### src/hdl/slht_pkg.sv
// ----------------------------------------------------------------------------
// slht_pkg
// Shared constants, codes and controller/datapath interface types of the
// system call latency histogram table.
// ----------------------------------------------------------------------------
package slht_pkg;

  localparam int THREAD_ENTRIES_DEF = 64;
  localparam int STAT_ENTRIES_DEF   = 64;
  localparam int HIST_BUCKETS_DEF   = 32;

  localparam int NUM_MASKS   = 8;
  localparam int CFG_INDEX_W = 4;
  localparam int THR_RAM_W   = 64 + 64 + 9;
  localparam int STAT_RAM_W  = 64 + 64 + 9 + 64 + 64 + 64;

  localparam logic [1:0] ACT_ENTER = 2'd0;
  localparam logic [1:0] ACT_EXIT  = 2'd1;
  localparam logic [1:0] ACT_READ  = 2'd2;

  localparam logic [3:0] ST_IGNORED    = 4'd0;
  localparam logic [3:0] ST_START_KEPT = 4'd1;
  localparam logic [3:0] ST_START_DROP = 4'd2;
  localparam logic [3:0] ST_NO_START   = 4'd3;
  localparam logic [3:0] ST_UPDATED    = 4'd4;
  localparam logic [3:0] ST_CREATED    = 4'd5;
  localparam logic [3:0] ST_EVICTED    = 4'd6;
  localparam logic [3:0] ST_READ_HIT   = 4'd7;
  localparam logic [3:0] ST_READ_MISS  = 4'd8;

  typedef enum logic [1:0] {
    RES_NONE,
    RES_UPDATE,
    RES_CREATE,
    RES_READ
  } res_kind_t;

  typedef struct packed {
    logic       load;
    logic       scan_start;
    logic       scan_stat;
    logic       thr_write;
    logic       thr_clear;
    logic       calc_delta;
    logic       log_step;
    logic       sel_hit;
    logic       sel_new;
    logic       stat_update;
    logic       stat_create;
    logic       hist_clear;
    logic       latch_res;
    res_kind_t  res_kind;
    logic [3:0] res_status;
  } dp_cmd_t;

  typedef struct packed {
    logic [1:0] action;
    logic       tracked;
    logic       scan_done;
    logic       hit;
    logic       free_found;
    logic       log_done;
    logic       clr_last;
    logic       rb_in_range;
  } dp_stat_t;

endpackage

### src/hdl/slht_ctrl.sv
// ----------------------------------------------------------------------------
// slht_ctrl
// Sequencer for enter, exit and read events; drives the datapath commands.
// ----------------------------------------------------------------------------
module slht_ctrl
  import slht_pkg::*;
(
  input  logic     clk,
  input  logic     rst,
  input  logic     start,
  output logic     busy,
  output logic     done,
  output dp_cmd_t  cmd,
  input  dp_stat_t st
);

  typedef enum logic [3:0] {
    S_IDLE,
    S_DECODE,
    S_TSCAN,
    S_LOG,
    S_SSCAN,
    S_HRD,
    S_HWT,
    S_SNEW,
    S_HCLR
  } state_t;

  state_t state, state_next;

  always_comb begin
    cmd        = '0;
    state_next = state;
    case (state)
      S_IDLE: begin
        if (start) begin
          cmd.load   = 1'b1;
          state_next = S_DECODE;
        end
      end
      S_DECODE: begin
        case (st.action)
          ACT_ENTER: begin
            if (st.tracked) begin
              cmd.scan_start = 1'b1;
              state_next     = S_TSCAN;
            end else begin
              cmd.latch_res  = 1'b1;
              cmd.res_status = ST_IGNORED;
              state_next     = S_IDLE;
            end
          end
          ACT_EXIT: begin
            cmd.scan_start = 1'b1;
            state_next     = S_TSCAN;
          end
          ACT_READ: begin
            cmd.scan_start = 1'b1;
            cmd.scan_stat  = 1'b1;
            state_next     = S_SSCAN;
          end
          default: begin
            cmd.latch_res  = 1'b1;
            cmd.res_status = ST_IGNORED;
            state_next     = S_IDLE;
          end
        endcase
      end
      S_TSCAN: begin
        if (st.scan_done) begin
          if (st.action == ACT_ENTER) begin
            cmd.latch_res = 1'b1;
            state_next    = S_IDLE;
            if (st.hit || st.free_found) begin
              cmd.thr_write  = 1'b1;
              cmd.res_status = ST_START_KEPT;
            end else begin
              cmd.res_status = ST_START_DROP;
            end
          end else if (st.hit) begin
            cmd.thr_clear  = 1'b1;
            cmd.calc_delta = 1'b1;
            state_next     = S_LOG;
          end else begin
            cmd.latch_res  = 1'b1;
            cmd.res_status = ST_NO_START;
            state_next     = S_IDLE;
          end
        end
      end
      S_LOG: begin
        if (st.log_done) begin
          cmd.scan_start = 1'b1;
          cmd.scan_stat  = 1'b1;
          state_next     = S_SSCAN;
        end else begin
          cmd.log_step = 1'b1;
        end
      end
      S_SSCAN: begin
        if (st.scan_done) begin
          if (st.action == ACT_READ) begin
            if (st.hit && st.rb_in_range) begin
              cmd.sel_hit = 1'b1;
              state_next  = S_HRD;
            end else if (st.hit) begin
              cmd.latch_res  = 1'b1;
              cmd.res_kind   = RES_READ;
              cmd.res_status = ST_READ_HIT;
              state_next     = S_IDLE;
            end else begin
              cmd.latch_res  = 1'b1;
              cmd.res_status = ST_READ_MISS;
              state_next     = S_IDLE;
            end
          end else if (st.hit) begin
            cmd.sel_hit = 1'b1;
            state_next  = S_HRD;
          end else begin
            cmd.sel_new = 1'b1;
            state_next  = S_SNEW;
          end
        end
      end
      S_HRD: begin
        state_next = S_HWT;
      end
      S_HWT: begin
        cmd.latch_res = 1'b1;
        state_next    = S_IDLE;
        if (st.action == ACT_READ) begin
          cmd.res_kind   = RES_READ;
          cmd.res_status = ST_READ_HIT;
        end else begin
          cmd.stat_update = 1'b1;
          cmd.res_kind    = RES_UPDATE;
          cmd.res_status  = ST_UPDATED;
        end
      end
      S_SNEW: begin
        cmd.stat_create = 1'b1;
        state_next      = S_HCLR;
      end
      S_HCLR: begin
        cmd.hist_clear = 1'b1;
        if (st.clr_last) begin
          cmd.latch_res  = 1'b1;
          cmd.res_kind   = RES_CREATE;
          cmd.res_status = st.free_found ? ST_CREATED : ST_EVICTED;
          state_next     = S_IDLE;
        end
      end
      default: begin
        state_next = S_IDLE;
      end
    endcase
  end

  always_ff @(posedge clk) begin
    if (rst) begin
      state <= S_IDLE;
      done  <= 1'b0;
    end else begin
      state <= state_next;
      done  <= cmd.latch_res;
    end
  end

  assign busy = rst || (state != S_IDLE);

endmodule

### config.mk
export PLATFORM = sky130hd
export DESIGN_NAME = slht_ctrl
export DESIGN_NICKNAME = d
export VERILOG_FILES = /design/src/hdl/slht_pkg.sv /design/src/hdl/slht_ctrl.sv
export SDC_FILE = /design/constraint.sdc
export NUM_CORES = 1
export LEC_CHECK = 0
export ABC_AREA = 1
export BUFFER_PORTS_ARGS = -buffer_cell sky130_fd_sc_hd__buf_2
export CAP_MARGIN = 5
export CORE_MARGIN = 3
export CORE_UTILIZATION = 40
export CTS_BUF_LIST = sky130_fd_sc_hd__clkbuf_4 sky130_fd_sc_hd__clkbuf_8 sky130_fd_sc_hd__clkbuf_16
export DETAILED_ROUTE_END_ITERATION = 8
export PLACE_DENSITY_LB_ADDON = 0.3
export SYNTH_ARGS = -nofsm -noshare
export SYNTH_HDL_FRONTEND = slang
export SYNTH_SLANG_ARGS = --single-unit
### constraint.sdc
create_clock -name clk -period 2.5 [get_ports clk]
set_input_delay 0.25 -clock clk [delete_from_list [all_inputs] [get_ports clk]]
set_output_delay 0.25 -clock clk [all_outputs]
set_load 0.02 [all_outputs]
==> reports/metrics.cfg, run 1 <==
[yosys]
synthCells=133
synth.distinct_cells=22
syn_area_per_cell_um2=5.503
ys_dominant_reg_cell=dfxtp_1
ys_ff_latch=5
syn_nets=150
synth-edff-count=0
synth_seq_area_share_pct=13.68
netlist_area_um2=732.0
yosysWarnings=0
ys_async_sr_fraction_pct=0

[cells_and_area]
finalCoreUtilization_pct=58.31
fill_cells=177
nets=185
syn2layout_area_growth_pct=28.38
instances_no_fill=191
final_common_cell=nand2_1
final_cell_mix=nand2_1 (35), buf_2 (32), nor2_1 (23)
diodes=0
multiInputGateArea_um2=518.0
final_area_um2=939.7
drive_gt1_share_pct=31.14
regArea_um2=100.1

[sta]
clock_skew_ps=3.224
finalHoldViolations=0
setup_viol=0
min_period_over_period_pct=74.00
setup_ws_ps=649.9
worst_slew_pin_slew_ps=377.9
slew_violations=0
fin_setup_tns_ps=0
period_needed_ps=1850
rsz0062_at_grt=no
fmax_mhz=540.5
whs_ps=246.6
max-slew-margin-rel_pct=74.15

[min_path]
whs_path_depth=2
min_to=state[1]$_SDFFE_PP0P_
hold_path_startpoint=rst
hold_class=in -> reg

[worst_setup_path]
rr_worst_depth=7
setup.worst_path.end_class=output pin
r2r_slack_ps=1220
path_common_cell=nand2_1
r2r_end=state[2]$_SDFFE_PP0P_
critPathMaxFanout=7
slowest_delay_ps=370
cp.required_ps=2250
arrival_ps=1600
path_cells=nor2_2 -> nand2_2 -> nor2_1 -> inv_2 -> nand2_1 -> nand2_1 -> o211ai_1 -> buf_2
critPathKind=reg -> out
worstReg2RegStart=state[2]$_SDFFE_PP0P_
cp-start-kind=flip-flop
cp_slowest_cell=dfxtp_1

[grt]
grt_pass1_vias=776
grt_pass1_wl_mm=3.194
grt_remaining_overflow=0
grt_max_degree=9
grt_antenna_before_repair=0
grt_use_total_pct=16.63

[route]
ant_nets=0
drt_iter0_markers=38
post-route-drc-count=0
vias=925
routed_wl_mm=1.909
wire_per_inst_um=9.995
viasPerCell=4.843
dr.pass1.iters=4

[power]
p_seq_share_pct=24.5
power.internal_uw=239.6
sw_frac_of_total_pct=44.73
power.share.clock_pct=24.3
peakVddDrop_mv=0.3836
power.leakage_nw=0.5996
finalPower_uw=433.5
powerDensity_mw_per_mm2=461.4
combPwrFrac_pct=51.2
switching_power_uw=193.9

[clocking]
cts_setup_buffers=0
insertion_delay_ps=240
clkSlewWorstSetupHoldPaths_ps=50
cts_resized=0
cts_sinks=5
cts.hold.buffers_added=0
clockBufferDepth=2
cts_root_buf=clkbuf_4
htreeDepth=1
numCtsBuffers=3
cts_tree=yes

[floorplan]
num_rows=14
core-area_mm2=0.001612
io_pins=33
die_h_um=48.78
initial_utilization_pct=45.42
fp.dieArea_mm2=0.002379
fp.dieW_um=48.78

[placed_design]
portBuffers=32
placed_area_um2=909.6
placedCellCount=187
globalplace.congestion=0.8171
dp_hpwl_mm=1.605
dp_slack_ps=711.3

[job]
cap_violations=0

[run_status]
status=completed

## registers in the layout, indices dropped and copies added, names as in the netlist
name	cells
done	1
state	4
## Yosys cell counts (all sizes together), types with 2 or more instances
library cell	n	area share, %
nand3	12	10
nand4	3	2.6
buf	2	1.7
ha	5	8.5
a21oi	5	3.4
inv	26	13
nand2	37	20
nor2	28	17
dfxtp	5	14
o211ai	2	2.1
nor3	3	2.1
## kinds of logic (layout without fill, tap and decap cells)
| kind of cell | count (synthesis) | after routing | synth area share [%] |
|---|---|---|---|
| simple gates | 85 | 85 | 54.53 |
| compound gates | 9 | 9 | 7.692 |
| buf+inv | 29 | 63 | 15.55 |
| fa+ha+maj | 5 | 5 | 8.547 |
| flops | 5 | 5 | 13.68 |
## metal layers
metal	vias to the layer above	wire [um]	GRT usage (%)	part of all wire, %
met2	27	942	27.83	49
met5	-	0	0	0
li1	481	-	-	-
met1	417	861	20.89	45
met3	0	105	5.199	5.5
met4	0	0	3.318	0
## worst max-delay path: cells and delay by family (launching register included)
| kind | cells | cell delay, ps |
|---|---|---|
| flip-flops | 1 | 370 |
| AND/OR/NAND/NOR | 5 | 650 |
| buffers and inverters | 2 | 240 |
| AO/OA/AOI/OAI | 1 | 100 |
## layout make-up
| type | instances | area share [%] |
|---|---|---|
| multi-input combinational | 99 | 55.13 |
| tap | 24 | 3.196 |
| clock buffer | 4 | 3.196 |
| inverter | 27 | 10.79 |
| sequential | 5 | 10.65 |
| timing repair buffer | 32 | 17.04 |
## worst max path at each step
stage / startpoint / depth (start not counted) / endpoint / slack (ps)
2_1_floorplan: st[7] / 3 / cmd[11] / 510
3_3_place_gp: st[7] / 10 / cmd[1] / 790
3_5_place_dp: st[7] / 10 / cmd[1] / 710
4_1_cts: state[0]$_SDFFE_PP0P_ / 8 / cmd[1] / 650
5_1_grt: state[1]$_SDFFE_PP0P_ / 7 / cmd[1] / 440
6_report: state[0]$_SDFFE_PP0P_ / 8 / cmd[1] / 650
## power by group through the flow
stage	registers [mW]	logic [mW]	clock network, mW
floorplan	0.108	0.163	0
global placement	0.106	0.219	0
detailed placement	0.107	0.223	0
CTS	0.106	0.224	0.110
global route	0.108	0.252	0.121
finish	0.106	0.222	0.105
(Power assumes the default switching activity.)
==> inputs of run 2 (changes only) <==
==> constraint.sdc (replaced) <==
create_clock -name clk -period 1.6 [get_ports clk]
set_input_delay 0.16 -clock clk [delete_from_list [all_inputs] [get_ports clk]]
set_output_delay 0.16 -clock clk [all_outputs]
set_load 0.02 [all_outputs]
==> run 2 against run 1 <==
The flow now finishes with violations (negative setup slack). Critical path depth shrank 1. Clock-buffer cell count unchanged. Via count rose by 8.5%. Combinational power increased by 100%. First-iteration DRC count grew 2.6%. Core utilization increased by 13 points. Worst setup slack got worse by 660 ps. Final cell count is 4.7% higher. Flip-flop and latch count is the same. Routed wire length grew 21%. Sequential power increased by 75%. Critical path type unchanged. Highest routed layer is now met4.
==> reports/metrics.cfg, run 2 (synthesis gave the netlist of run 1 again) <==
[power]
finalPower_uw=798.8
peakVddDrop_mv=0.6599
power.leakage_nw=0.6642
powerDensity_mw_per_mm2=694.7

[placed_design]
dp_hpwl_mm=1.616
portBuffers=32
globalplace.congestion=0.8282

[floorplan]
fp.dieW_um=48.78
num_rows=14
die_h_um=48.78
fp.dieArea_mm2=0.002379
core-area_mm2=0.001612
initial_utilization_pct=45.42
io_pins=33

[grt]
grt_antenna_before_repair=0
grt_pass1_vias=809
grt_pass1_wl_mm=3.201
grt_max_degree=9
grt_use_total_pct=16.62
grt_remaining_overflow=0

[sta]
setup_viol=1
period_needed_ps=1610
finalHoldViolations=0
slew_violations=0
min_period_over_period_pct=100.6
fmax_mhz=621.3
setup_ws_ps=-9.658
max-slew-margin-rel_pct=76.74
rsz0062_at_grt=yes
clock_skew_ps=1.610
fin_setup_tns_ps=-9.658
worst_slew_pin_slew_ps=348.0

[cells_and_area]
top_register=state
fill_cells=153
syn2layout_area_growth_pct=57.09
diodes=0
nets=194
drive_gt1_share_pct=48.30
reg_top3=state x4, done x1
final_cell_mix=nand2_1 (32), buf_2 (26), inv_1 (18)
final_common_cell=nand2_1
largest_reg_flops=4

[worst_setup_path]
crit_buf_inv=2
cp_top_family=simple AND/OR/NAND/NOR gates
path_cells=inv_4 -> nor2_4 -> nand3_4 -> nor3b_4 -> nor2_1 -> nand3_1 -> buf_6
worstReg2RegStart=state[0]$_SDFFE_PP0P_
arrival_ps=1450
cp-startpoint=state[1]$_SDFFE_PP0P_
critPathMaxFanout=5
cp.required_ps=1440
cp-start-kind=flip-flop
setup.worst_path.end_class=output pin
cp_slowest_cell=dfxtp_4
slowest_delay_ps=380
critPathKind=reg -> out

[min_path]
hold_class=in -> reg
hold_path_startpoint=rst

[route]
ant_nets=0
post-route-drc-count=0
vias=1004
drt_iter0_markers=39
viasPerCell=5.020
dr.pass1.iters=4
routed_wl_mm=2.319
wire_per_inst_um=11.60

[job]
cap_violations=0

[run_status]
status=finished with violations
violations=negative setup slack

[clocking]
cts_root_buf=clkbuf_4
clkSlewWorstSetupHoldPaths_ps=40
insertion_delay_ps=240
htreeDepth=1
cts_sinks=5
clockBufferDepth=2
cts_tree=yes
cts.hold.buffers_added=0
numCtsBuffers=3

==> run 2: timing repair <==
item / 4_1_cts / 5_1_grt
pin swaps: 3 / 10
resized for setup: 11 / 35
setup endpoints to repair: 6 / 7
setup buffers: 5 / 3
==> run 2: path summary, 6_finish.rpt <==
| check | to | slack, ps | cells past startpoint |
|---|---|---|---|
| max reg2reg | state[2]$_SDFFE_PP0P_ | 280 | 7 |
| min | state[3]$_SDFFE_PP0P_ | 150 | 2 |
| min reg2reg | state[1]$_SDFFE_PP0P_ | 520 | 2 |
| max | cmd[0] | -10 | 7 |
==> run 2: layer usage <==
| layer | vias up | global-route usage (%) | part of all wire (%) |
|---|---|---|---|
| met1 | 461 | 20.11 | 39 |
| li1 | 497 | - | - |
| met4 | 0 | 5.213 | 0.69 |
| met3 | 4 | 4.893 | 5.3 |
| met5 | - | 0 | 0 |
| met2 | 42 | 28.05 | 54 |
==> run 2: through the flow <==
stage / cells / hold WS (ps) / setup slack (ps) / utilization (%) / instance area (um2)
floorplan: 133 / 229.1 / 15.33 / - / 733.2
global placement: 188 / 397.9 / 110.6 / 56.99 / 918.4
detailed placement: 188 / 398.7 / 13.95 / 56.99 / 918.4
CTS: 197 / 136.6 / 3.030 / 62.89 / 1013
global route: 200 / 145.5 / -105.4 / 71.35 / 1150
finish: 200 / 146.6 / -9.658 / 71.35 / 1150
==> run 2: cell type report <==
cell class | count | area (um2) | share of cell area [%]
inverter | 27 | 106.4 | 9.249
tap | 24 | 30.03 | 2.612
timing repair buffer | 41 | 257.7 | 22.42
sequential | 5 | 112.6 | 9.793
clock buffer | 4 | 30.03 | 2.612
multi-input combinational | 99 | 613.1 | 53.32
==> run 2: power breakdown <==
part | total [mW] | internal (mW) | leakage [nW] | switching [mW]
Clock | 0.160 | 0.111 | 0.0184 | 0.0488
Sequential | 0.186 | 0.148 | 0.0434 | 0.0378
Combinational | 0.453 | 0.183 | 0.602 | 0.271
